## config.mk

```make
export PLATFORM = sky130hd
export DESIGN_NAME = tiny_register_program_executor
export DESIGN_NICKNAME = d
export VERILOG_FILES = /design/src/rtl/trpe_pkg.sv /design/src/rtl/trpe_alu.sv /design/src/rtl/tiny_register_program_executor.sv
export SDC_FILE = /design/constraint.sdc
export NUM_CORES = 2
export LEC_CHECK = 0
export ABC_AREA = 1
export BUFFER_PORTS_ARGS = -buffer_cell sky130_fd_sc_hd__buf_2
export CAP_MARGIN = 20
export CORE_MARGIN = 2
export CORE_UTILIZATION = 47
export DETAILED_ROUTE_END_ITERATION = 8
export SYNTH_ARGS = -nofsm -noshare
export SYNTH_HDL_FRONTEND = slang
export SYNTH_SLANG_ARGS = --single-unit
```

## constraint.sdc

```tcl
create_clock -name clk -period 22.1 [get_ports clk]
set_input_delay 5.525 -clock clk [delete_from_list [all_inputs] [get_ports clk]]
set_output_delay 5.525 -clock clk [all_outputs]
set_load 0.05 [all_outputs]
```

## src/rtl/trpe_pkg.sv

```systemverilog
package trpe_pkg;

  localparam int SLOT_CAP     = 3;
  localparam int INSTR_CFG    = 5;
  localparam int DATA_W       = 32;
  localparam int INSTR_W      = 11;
  localparam int CFG_IDX_W    = 3;
  localparam int CFG_DATA_W   = 11;
  localparam int CNT_W        = 2;

  localparam int NUM_INSTR_DEF = 5;
  localparam int NUM_SLOTS_DEF = 3;
  localparam int NUM_REGS_DEF  = 3;

  // instruction word fields
  localparam int OP_LSB   = 8;
  localparam int DEST_LSB = 5;

  // operand code ranges
  localparam logic [2:0] DEST_REG_BASE = 3'd3;
  localparam logic [2:0] DEST_MAX      = 3'd5;
  localparam logic [4:0] SRC_REG_BASE  = 5'd3;
  localparam logic [4:0] LIT_BASE      = 5'd6;
  localparam logic [4:0] SRC_END       = 5'd26;

  localparam logic [INSTR_W-1:0] NOP_WORD = 11'd1280;

  localparam logic [CFG_IDX_W-1:0] CFG_NUM_INPUTS  = 3'd0;
  localparam logic [CFG_IDX_W-1:0] CFG_NUM_OUTPUTS = 3'd1;
  localparam logic [CFG_IDX_W-1:0] CFG_INSTR_BASE  = 3'd2;

  typedef enum logic [2:0] {
    OP_ADD = 3'd0,
    OP_SUB = 3'd1,
    OP_MUL = 3'd2,
    OP_DIV = 3'd3,
    OP_MOV = 3'd4
  } op_t;

  typedef struct packed {
    logic signed [DATA_W-1:0] in_value_0;
    logic signed [DATA_W-1:0] in_value_1;
    logic signed [DATA_W-1:0] in_value_2;
  } in_data_t;

  typedef struct packed {
    logic signed [DATA_W-1:0] out_value_0;
    logic signed [DATA_W-1:0] out_value_1;
    logic signed [DATA_W-1:0] out_value_2;
    logic                     div_zero_flag;
  } out_data_t;

  typedef struct packed {
    logic start;
    op_t  op;
  } alu_req_t;

  typedef struct packed {
    logic done;
    logic div_zero;
  } alu_rsp_t;

endpackage

```

## src/rtl/trpe_alu.sv

```systemverilog
module trpe_alu
  import trpe_pkg::*;
(
  input  logic              clk,
  input  logic              rst_n,
  input  alu_req_t          req,
  input  logic [DATA_W-1:0] opa,
  input  logic [DATA_W-1:0] opb,
  output alu_rsp_t          rsp,
  output logic [DATA_W-1:0] result
);

  typedef enum logic {
    A_IDLE,
    A_DIV
  } alu_state_t;

  alu_state_t        state_r, state_nxt;
  logic              done_r, done_nxt;
  logic              dz_r, dz_nxt;
  logic [DATA_W-1:0] res_r, res_nxt;
  logic [DATA_W-1:0] quot_r, quot_nxt;
  logic [DATA_W-1:0] rem_r, rem_nxt;
  logic [DATA_W-1:0] mb_r, mb_nxt;
  logic              neg_r, neg_nxt;
  logic [4:0]        cnt_r, cnt_nxt;

  logic [DATA_W:0]   trial;
  logic [DATA_W-1:0] q_step;
  logic [DATA_W-1:0] prod;

  assign prod = opa * opb;

  always_comb begin
    state_nxt = state_r;
    done_nxt  = 1'b0;
    dz_nxt    = 1'b0;
    res_nxt   = res_r;
    quot_nxt  = quot_r;
    rem_nxt   = rem_r;
    mb_nxt    = mb_r;
    neg_nxt   = neg_r;
    cnt_nxt   = cnt_r;
    trial     = {rem_r, quot_r[DATA_W-1]} - {1'b0, mb_r};
    q_step    = {quot_r[DATA_W-2:0], ~trial[DATA_W]};
    case (state_r)
      A_IDLE: begin
        if (req.start) begin
          case (req.op)
            OP_ADD: begin
              res_nxt  = opa + opb;
              done_nxt = 1'b1;
            end
            OP_SUB: begin
              res_nxt  = opa - opb;
              done_nxt = 1'b1;
            end
            OP_MUL: begin
              res_nxt  = prod;
              done_nxt = 1'b1;
            end
            OP_DIV: begin
              if (opb == '0) begin
                res_nxt  = '0;
                dz_nxt   = 1'b1;
                done_nxt = 1'b1;
              end else begin
                // work on magnitudes, fix the sign at the end
                quot_nxt  = opa[DATA_W-1] ? (DATA_W'(0) - opa) : opa;
                mb_nxt    = opb[DATA_W-1] ? (DATA_W'(0) - opb) : opb;
                neg_nxt   = opa[DATA_W-1] ^ opb[DATA_W-1];
                rem_nxt   = '0;
                cnt_nxt   = 5'(DATA_W - 1);
                state_nxt = A_DIV;
              end
            end
            default: begin
              res_nxt  = opb;
              done_nxt = 1'b1;
            end
          endcase
        end
      end
      A_DIV: begin
        // one restoring step per cycle
        if (trial[DATA_W]) begin
          rem_nxt = {rem_r[DATA_W-2:0], quot_r[DATA_W-1]};
        end else begin
          rem_nxt = trial[DATA_W-1:0];
        end
        quot_nxt = q_step;
        if (cnt_r == '0) begin
          res_nxt   = neg_r ? (DATA_W'(0) - q_step) : q_step;
          done_nxt  = 1'b1;
          state_nxt = A_IDLE;
        end else begin
          cnt_nxt = cnt_r - 5'd1;
        end
      end
      default: begin
        state_nxt = A_IDLE;
      end
    endcase
  end

  always_ff @(posedge clk) begin
    if (!rst_n) begin
      state_r <= A_IDLE;
      done_r  <= 1'b0;
      dz_r    <= 1'b0;
    end else begin
      state_r <= state_nxt;
      done_r  <= done_nxt;
      dz_r    <= dz_nxt;
    end
    res_r  <= res_nxt;
    quot_r <= quot_nxt;
    rem_r  <= rem_nxt;
    mb_r   <= mb_nxt;
    neg_r  <= neg_nxt;
    cnt_r  <= cnt_nxt;
  end

  assign rsp.done     = done_r;
  assign rsp.div_zero = dz_r;
  assign result       = res_r;

endmodule

```

## src/rtl/tiny_register_program_executor.sv

```systemverilog
// Per item: load the inputs, run each valid instruction through the shared ALU
// (a divide by a nonzero divisor takes 32 restoring steps there), pass over a
// skipped instruction without the ALU, and report the result.
// Throughput: one item at a time; in_ready is high only while idle.
// Reset (rst_n, synchronous): program words read as nop, num_inputs and
// num_outputs read 3, no result pending.
module tiny_register_program_executor
  import trpe_pkg::*;
#(
  parameter int NUM_INSTR = NUM_INSTR_DEF,
  parameter int NUM_SLOTS = NUM_SLOTS_DEF,
  parameter int NUM_REGS  = NUM_REGS_DEF
) (
  input  logic                  clk,
  input  logic                  rst_n,
  input  logic                  in_valid,
  output logic                  in_ready,
  input  in_data_t              in_data,
  output logic                  out_valid,
  input  logic                  out_ready,
  output out_data_t             out_data,
  input  logic                  cfg_we,
  input  logic [CFG_IDX_W-1:0]  cfg_index,
  input  logic [CFG_DATA_W-1:0] cfg_wdata
);

  localparam int PC_W = (NUM_INSTR > 1) ? $clog2(NUM_INSTR) : 1;

  typedef enum logic [1:0] {
    S_IDLE,
    S_ISSUE,
    S_WAIT,
    S_DONE
  } state_t;

  state_t             state_r, state_nxt;
  logic [PC_W-1:0]    pc_r, pc_nxt;
  logic [DATA_W-1:0]  slot_r [NUM_SLOTS];
  logic [DATA_W-1:0]  slot_nxt [NUM_SLOTS];
  logic [DATA_W-1:0]  reg_r [NUM_REGS];
  logic [DATA_W-1:0]  reg_nxt [NUM_REGS];
  logic               flag_r, flag_nxt;
  logic               out_valid_r, out_valid_nxt;
  out_data_t          out_data_r, out_data_nxt;

  logic [CNT_W-1:0]   num_inputs_r;
  logic [CNT_W-1:0]   num_outputs_r;
  logic [INSTR_W-1:0] prog_r [INSTR_CFG];

  logic [INSTR_W-1:0] word;
  logic [2:0]         op_code;
  logic [2:0]         dest;
  logic [4:0]         src;
  logic               instr_ok;
  logic               last_instr;
  logic [DATA_W-1:0]  opa;
  logic [DATA_W-1:0]  opb;
  logic [DATA_W-1:0]  in_vals [SLOT_CAP];
  logic [DATA_W-1:0]  out_vals [SLOT_CAP];

  alu_req_t           alu_req;
  alu_rsp_t           alu_rsp;
  logic [DATA_W-1:0]  alu_result;

  trpe_alu u_alu (
    .clk    (clk),
    .rst_n  (rst_n),
    .req    (alu_req),
    .opa    (opa),
    .opb    (opb),
    .rsp    (alu_rsp),
    .result (alu_result)
  );

  assign in_vals[0] = in_data.in_value_0;
  assign in_vals[1] = in_data.in_value_1;
  assign in_vals[2] = in_data.in_value_2;

  // configuration writes
  always_ff @(posedge clk) begin
    if (!rst_n) begin
      num_inputs_r  <= CNT_W'(SLOT_CAP);
      num_outputs_r <= CNT_W'(SLOT_CAP);
      for (int i = 0; i < INSTR_CFG; i++) begin
        prog_r[i] <= NOP_WORD;
      end
    end else if (cfg_we) begin
      if (cfg_index == CFG_NUM_INPUTS) begin
        num_inputs_r <= cfg_wdata[CNT_W-1:0];
      end else if (cfg_index == CFG_NUM_OUTPUTS) begin
        num_outputs_r <= cfg_wdata[CNT_W-1:0];
      end
      for (int i = 0; i < INSTR_CFG; i++) begin
        if (cfg_index == CFG_INSTR_BASE + CFG_IDX_W'(i)) begin
          prog_r[i] <= cfg_wdata[INSTR_W-1:0];
        end
      end
    end
  end

  // instruction decode and operand fetch
  always_comb begin
    word = NOP_WORD;
    for (int i = 0; i < INSTR_CFG; i++) begin
      if (i < NUM_INSTR && {1'b0, pc_r} == (PC_W+1)'(i)) begin
        word = prog_r[i];
      end
    end
    op_code = word[INSTR_W-1:OP_LSB];
    dest    = word[OP_LSB-1:DEST_LSB];
    src     = word[DEST_LSB-1:0];

    instr_ok = (op_code <= OP_MOV) && (dest <= DEST_MAX) && (src < SRC_END);
    if (dest < DEST_REG_BASE) begin
      if ({29'd0, dest} >= NUM_SLOTS) begin
        instr_ok = 1'b0;
      end
    end else if ({29'd0, dest - DEST_REG_BASE} >= NUM_REGS) begin
      instr_ok = 1'b0;
    end

    opa = '0;
    for (int i = 0; i < NUM_SLOTS; i++) begin
      if (dest == 3'(i)) begin
        opa = slot_r[i];
      end
    end
    for (int i = 0; i < NUM_REGS; i++) begin
      if (dest == DEST_REG_BASE + 3'(i)) begin
        opa = reg_r[i];
      end
    end

    opb = '0;
    if (src >= LIT_BASE) begin
      opb = DATA_W'(src - LIT_BASE);
    end
    for (int i = 0; i < NUM_SLOTS; i++) begin
      if (src == 5'(i)) begin
        opb = slot_r[i];
      end
    end
    for (int i = 0; i < NUM_REGS; i++) begin
      if (src == SRC_REG_BASE + 5'(i)) begin
        opb = reg_r[i];
      end
    end

    last_instr = ({1'b0, pc_r} == (PC_W+1)'(NUM_INSTR - 1));
  end

  assign alu_req.start = (state_r == S_ISSUE) && instr_ok;
  assign alu_req.op    = op_t'(op_code);
  assign in_ready      = (state_r == S_IDLE);

  always_comb begin
    for (int i = 0; i < SLOT_CAP; i++) begin
      out_vals[i] = '0;
    end
    for (int i = 0; i < NUM_SLOTS; i++) begin
      if ({30'd0, num_outputs_r} > i) begin
        out_vals[i] = slot_r[i];
      end
    end
  end

  always_comb begin
    state_nxt     = state_r;
    pc_nxt        = pc_r;
    slot_nxt      = slot_r;
    reg_nxt       = reg_r;
    flag_nxt      = flag_r;
    out_valid_nxt = out_valid_r;
    out_data_nxt  = out_data_r;

    // drop the result once it transfers
    if (out_valid_r && out_ready) begin
      out_valid_nxt = 1'b0;
    end

    case (state_r)
      S_IDLE: begin
        if (in_valid) begin
          for (int i = 0; i < NUM_SLOTS; i++) begin
            slot_nxt[i] = ({30'd0, num_inputs_r} > i) ? in_vals[i] : '0;
          end
          for (int i = 0; i < NUM_REGS; i++) begin
            reg_nxt[i] = '0;
          end
          flag_nxt  = 1'b0;
          pc_nxt    = '0;
          state_nxt = S_ISSUE;
        end
      end
      S_ISSUE: begin
        if (instr_ok) begin
          state_nxt = S_WAIT;
        end else if (last_instr) begin
          state_nxt = S_DONE;
        end else begin
          pc_nxt = pc_r + PC_W'(1);
        end
      end
      S_WAIT: begin
        if (alu_rsp.done) begin
          for (int i = 0; i < NUM_SLOTS; i++) begin
            if (dest == 3'(i)) begin
              slot_nxt[i] = alu_result;
            end
          end
          for (int i = 0; i < NUM_REGS; i++) begin
            if (dest == DEST_REG_BASE + 3'(i)) begin
              reg_nxt[i] = alu_result;
            end
          end
          flag_nxt = flag_r | alu_rsp.div_zero;
          if (last_instr) begin
            state_nxt = S_DONE;
          end else begin
            pc_nxt    = pc_r + PC_W'(1);
            state_nxt = S_ISSUE;
          end
        end
      end
      S_DONE: begin
        // hold until the output register is free
        if (!out_valid_r || out_ready) begin
          out_data_nxt.out_value_0   = out_vals[0];
          out_data_nxt.out_value_1   = out_vals[1];
          out_data_nxt.out_value_2   = out_vals[2];
          out_data_nxt.div_zero_flag = flag_r;
          out_valid_nxt              = 1'b1;
          state_nxt                  = S_IDLE;
        end
      end
      default: begin
        state_nxt = S_IDLE;
      end
    endcase
  end

  always_ff @(posedge clk) begin
    if (!rst_n) begin
      state_r     <= S_IDLE;
      out_valid_r <= 1'b0;
    end else begin
      state_r     <= state_nxt;
      out_valid_r <= out_valid_nxt;
    end
    pc_r       <= pc_nxt;
    slot_r     <= slot_nxt;
    reg_r      <= reg_nxt;
    flag_r     <= flag_nxt;
    out_data_r <= out_data_nxt;
  end

  assign out_valid = out_valid_r;
  assign out_data  = out_data_r;

endmodule

```

Word level (Yosys, flattened, before mapping)
Memories as Yosys holds them, arrays and structs flattened.
Cells that the tools add are included.
{"block": "word_totals", "wordCells": 253, "register_bits": 437, "input_bits": 115, "memories": 1, "ram_bits": 55, "output_inout_bits": 99}
{"block": "classes", "n_reduce_logical": 33, "addsub": 10, "n_bitwise": 14, "mux": 112, "multipliers": 1, "n_lt_le_gt_ge": 13, "eq_ne": 43}
{"memory": "prog_r", "words": 5, "word_bits": 11, "read_ports": 5, "rd_clocked_by_memory_dff": 0, "wr": 5, "line_no": "tiny_register_program_executor.sv:48", "rtl": "logic [INSTR_W-1:0] prog_r [INSTR_CFG];"}
{"cell": "32-bit two-way mux", "count": 34}
{"cell": "96-bit two-way mux", "count": 4}
{"cell": "96-bit case mux with 2 select lines", "count": 2}
{"cell": "32-bit case mux with 2 select lines", "count": 3}
{"cell": "32-bit case mux with 4 select lines", "count": 1}
{"cell": "11-bit two-way mux", "count": 10}
{"cell": "1-bit by 32-bit subtractor with 32-bit output, first input constant", "count": 3}
{"cell": "4-bit AND reduction", "count": 10}
{"cell": "1-bit two-way mux", "count": 37}
{"cell": "33-bit by 32-bit subtractor with 33-bit output", "count": 1}
{"cell": "32-bit adder", "count": 1}
{"cell": "32-bit zero test", "count": 1}
{"cell": "32-bit by 32-bit multiplier with 32-bit output", "count": 1}
{"cell": "32-bit subtractor", "count": 1}
{"cell": "31-bit two-way mux", "count": 1}
{"cell": "2-bit inequality test, second input constant", "count": 14}
{"cell": "3-bit by 2-bit equality test with 1-bit output, second input constant", "count": 8}
{"cell": "5-bit two-way mux", "count": 4}
{"cell": "3-bit equality test, second input constant", "count": 6}
{"cell": "3-bit by 1-bit equality test with 1-bit output, second input constant", "count": 4}
{"cell": "3-bit zero test", "count": 4}
{"cell": "2-bit two-way mux", "count": 6}
{"cell": "3-bit two-way mux", "count": 4}
{"cell": "3-bit AND reduction", "count": 4}
{"cell": "other kinds (35)", "count": 62}

Longest topological paths before layout
{"block": "depth", "word_depth": 19, "depth_mapped": 56, "mapped_depth_nobuf": 55}

By module
A second synthesis with hierarchy kept.
{"block": "unflattened", "hier_cells": 5974, "hier_area_um2": 47139.0}
{"module": "trpe_alu", "n_inst": 1, "area_each_um2": 29374.4, "seq_area_each_um2": 4083.9, "cells_each": 4101}
{"module": "tiny_register_program_executor", "n_inst": 1, "area_each_um2": 17764.5, "seq_area_each_um2": 10590.2, "cells_each": 1873}

Least setup slack after synthesis
No wires, ideal clock.
{"block": "synth_path", "kind": "input to register", "start": "input out_ready", "end": "register out_data_r (netlist bit out_data[0]) (enable)", "setup_slack_ns": 11.266, "setup_time_ns": 0.584, "arrival_ns": 10.249, "n_path_buf": 0, "required_time_ns": 21.516, "cell_stages": 2, "path_cell_list": "inv_1 -> a21oi_1"}
{"block": "synth_via", "elab_chain_len": 2}
{"item": "start: declaration", "line_no": "tiny_register_program_executor.sv:20", "rtl": "input logic out_ready,"}
{"item": "1-bit logical OR", "line_no": "tiny_register_program_executor.sv:227", "rtl": "if (!out_valid_r || out_ready) begin"}
{"item": "2-bit AND reduction (no source line)"}
{"item": "end signal: assignment", "line_no": "tiny_register_program_executor.sv:254", "rtl": "out_data_r <= out_data_nxt;"}
{"item": "end: declaration", "line_no": "tiny_register_program_executor.sv:44", "rtl": "out_data_t out_data_r, out_data_nxt;"}
No other way between the ends.
A chain may end at the register's enable or synchronous reset.

Final worst setup path
{"block": "layout_path", "start": "register pc_r[0]", "end": "register u_alu.res_r[28], in the netlist u_alu.result[28], data pin"}
{"block": "layout_via", "elab_chain_len": 18, "word_cells_on_any_way": 47, "classes_between": "add/sub: 3; mul: 1; order compare: 1; eq/ne: 17; mux: 21; reduce/logical: 4"}
{"item": "start: declaration", "line_no": "tiny_register_program_executor.sv:37", "rtl": "logic [PC_W-1:0] pc_r, pc_nxt;"}
{"item": "start signal: assignment", "line_no": "tiny_register_program_executor.sv:250", "rtl": "pc_r <= pc_nxt;"}
{"item": "3-bit zero test", "line_no": "tiny_register_program_executor.sv:105", "rtl": "if (i < NUM_INSTR && {1'b0, pc_r} == (PC_W+1)'(i)) begin"}
{"item": "11-bit two-way mux (4 in a row)", "line_no": "tiny_register_program_executor.sv:105"}
{"item": "11-bit two-way mux *", "line_no": "tiny_register_program_executor.sv:105"}
{"item": "5-bit by 3-bit subtractor with 6-bit output or 5-bit by 3-bit greater-or-equal comparator with 1-bit output (tied branches)", "line_no": "tiny_register_program_executor.sv:136, tiny_register_program_executor.sv:135"}
{"item": "32-bit two-way mux", "line_no": "tiny_register_program_executor.sv:135", "rtl": "if (src >= LIT_BASE) begin"}
{"item": "32-bit two-way mux (3 in a row)", "line_no": "tiny_register_program_executor.sv:139", "rtl": "if (src == 5'(i)) begin"}
{"item": "32-bit two-way mux (3 in a row)", "line_no": "tiny_register_program_executor.sv:144", "rtl": "if (src == SRC_REG_BASE + 5'(i)) begin"}
{"item": "32-bit by 32-bit multiplier with 32-bit output, or another cell as far along", "line_no": "trpe_alu.sv:32", "rtl": "assign prod = opa * opb;"}
{"item": "32-bit case mux with 4 select lines *", "line_no": "trpe_alu.sv:49", "rtl": "case (req.op)"}
{"item": "32-bit two-way mux *", "line_no": "trpe_alu.sv:48", "rtl": "if (req.start) begin"}
{"item": "32-bit case mux with 2 select lines *", "line_no": "trpe_alu.sv:46", "rtl": "case (state_r)"}
{"item": "named net u_alu.res_nxt[28]", "line_no": "trpe_alu.sv:21", "rtl": "logic [DATA_W-1:0] res_r, res_nxt;"}
{"item": "end signal: assignment", "line_no": "trpe_alu.sv:116", "rtl": "res_r <= res_nxt;"}
{"item": "end: declaration", "line_no": "trpe_alu.sv:21"}
Mark *: on every way through the listed nets, which the timed path passes. The rest lies on a longest branch. The select of a mux whose other input is x is not followed.

==> metrics.txt <==
status=finished clean; core box area=0.0953 sq mm; Max-slew headroom=19.9%; First-pass DRT Iterations=6; minimum clock period=12.34 ns; post-DP HPWL=121000 um; Synth Flop Type=edfxtp_1; max-cap violation count=0; drt drc=0; CP startpoint kind=flop; Setup Slack @ Placement=10.08 ns; chip height=314 um; synth warn=0; final slew viol count=0; Synth Area per Inst=8.09 sq um; P&R area growth vs syn=9.42%; Final setup viols=0; CTS Buf Count=54; CTS Hold Buffers Added=0; vias in the first global route=38000; crit path kind=flop to flop; fmax=81.0 MHz; Worst path slowest cell=nor2_4; IO Pins=214; DRT Wirelength=163000 um; GP Congestion=0.992; Final Cycle Share=55.8%; Port Buffers=213; # rows=113; clk_lat worst skew=0.64 ns; RSZ-0062 raised after global routing=false; crit end category=flop; most frequent cells in the layout=nand2_1, inv_1, edfxtp_1; Fin Setup TNS=0 ns; Syn Inst Count=5596; clock buffer depth=3; actual slew at the worst max-slew pin=1.19 ns; Post-Syn Area=0.0453 sq mm; TritonCTS clock tree=done; post-CTS resize count=0; number of synthesized flops with an enable pin=482; final hold violations=0; global-route wire length before repair=241000 um; root cell of the clock tree=clkbuf_16; die width=314 um; Setup Skew=0.0525 ns; CTS clock-pin slew for the worst setup and hold paths=0.07 ns; Post-synth ARST share=0%; global route total overflow=0; share of cells above drive strength 1=9.20%; largest fanout on the critical path=52; die area=0.0988 sq mm; total number of vias=39100; commonest non-fill, non-tap cell in the layout=nand2_1; clk sink count=492; slowest stage delay, CP=0.69 ns; initial DRC count=4161; H-tree Lvls=2; largest net degree at the start of global routing=75; Worst Hold Class=flop to flop; Critical Path AT=12.69 ns; register area share after synthesis=32.4%; setup bufs post-CTS=0; via/cell ratio=5.56; library cells used by synthesis=69; syn_nets=6328; slack of the critical path=9.76 ns; Initial Util=47.5%; #FFs+latches synth=492; gr usage total=32.9%; antenna violations before repair=12; Final ANT Viol Nets=0; most used cell, CP=inv_1; Nets=6459; Required @ worst endpoint=22.45 ns; wire per inst=23.2 um
==> layer usage <==
layer  track usage [%]  routed length [um]  vias to the layer above  part of all wire (%)
met5                 0                  16                        -                0.0098
met4              11.7                6360                        2                   3.9
met3              5.04               14000                      327                   8.6
met2              52.5               74500                     1810                    46
met1              45.8               68400                    19100                    42
li1                  -                   -                    17900                     -
==> critical path: cells and delay by family, from the launching register on <==
family / cells / cell delay (ns)
buf+inv: 13 / 3.18
fa+ha+maj: 12 / 4.43
compound gates: 13 / 2.61
simple gates: 8 / 1.27
flops: 1 / 0.45
==> sequential cells by signal (all words and copies together), names as in the netlist, 3 cells and up <==
name / cells
u_alu.mb_r: 32
out_data: 97
u_alu.result: 32
u_alu.quot_r: 32
u_alu.cnt_r: 5
slot_r: 96
u_alu.rem_r: 32
pc_r: 3
reg_r: 96
prog_r: 55
==> final timing paths <==
check,cells after the start,start,slack (ns),end
worst max-delay path,46,pc_r[0]$_SDFFCE_PN0P_,9.76,u_alu.result[28]$_DFFE_PP_
worst min-delay path,0,flag_r$_SDFFCE_PN0P_,0.50,out_data[0]$_DFFE_PP_
worst max register to register,46,pc_r[0]$_SDFFCE_PN0P_,9.76,u_alu.result[28]$_DFFE_PP_
worst min register to register,0,flag_r$_SDFFCE_PN0P_,0.50,out_data[0]$_DFFE_PP_
==> per-stage QoR <==
stage / cell area [sq um] / hold WS, ns / util [%] / instances
6_report: 49500 / 0.498 / 52.0 / 7036
5_1_grt: 49500 / 0.512 / 52.0 / 7035
4_1_cts: 49500 / 0.503 / 52.0 / 7035
3_5_place_dp: 47800 / 0.487 / 50.2 / 6936
3_3_place_gp: 47800 / 0.473 / 50.2 / 6936
2_1_floorplan: 45300 / 0.427 / - / 5596
==> cells by family after synthesis <==
| logic type | share of synthesized area, % |
|---|---|
| compound gates | 9.10 |
| xor+xnor | 1.90 |
| fa+ha+maj | 23.9 |
| flops | 32.4 |
| buf+inv | 11.4 |
| simple gates | 21.3 |
==> cell usage after synthesis (22+ instances only) <==
master / n / area share [%]
nand4_1: 37 / 0.51
fa_1: 410 / 18
nand2_1: 1363 / 11
a21oi_1: 229 / 2.5
ha_1: 207 / 5.7
buf_2: 34 / 0.38
buf_1: 24 / 0.20
inv_1: 1078 / 8.9
nor2_1: 470 / 3.9
o21ai_0: 330 / 3.6
xnor2_1: 30 / 0.58
nand3_1: 271 / 3.0
nor3_1: 48 / 0.53
edfxtp_1: 482 / 32
o211ai_1: 25 / 0.41
or2_2: 22 / 0.30
clkbuf_1: 170 / 1.4
xor2_1: 68 / 1.3
==> area by class of cell <==
type	instances	area [sq um]
Tap cell	1265	1580
Antenna cell	1	2.50
Inverter	1111	4180
Multi-Input combinational cell	3754	25600
Clock buffer	66	1430
Sequential cell	492	14700
Timing Repair Buffer	314	1820
Fill cell	9261	45800
Clock inverter	33	264
Power is not shown: default switching activity piles up to over one toggle a cycle in this logic, so the estimate is an artifact.
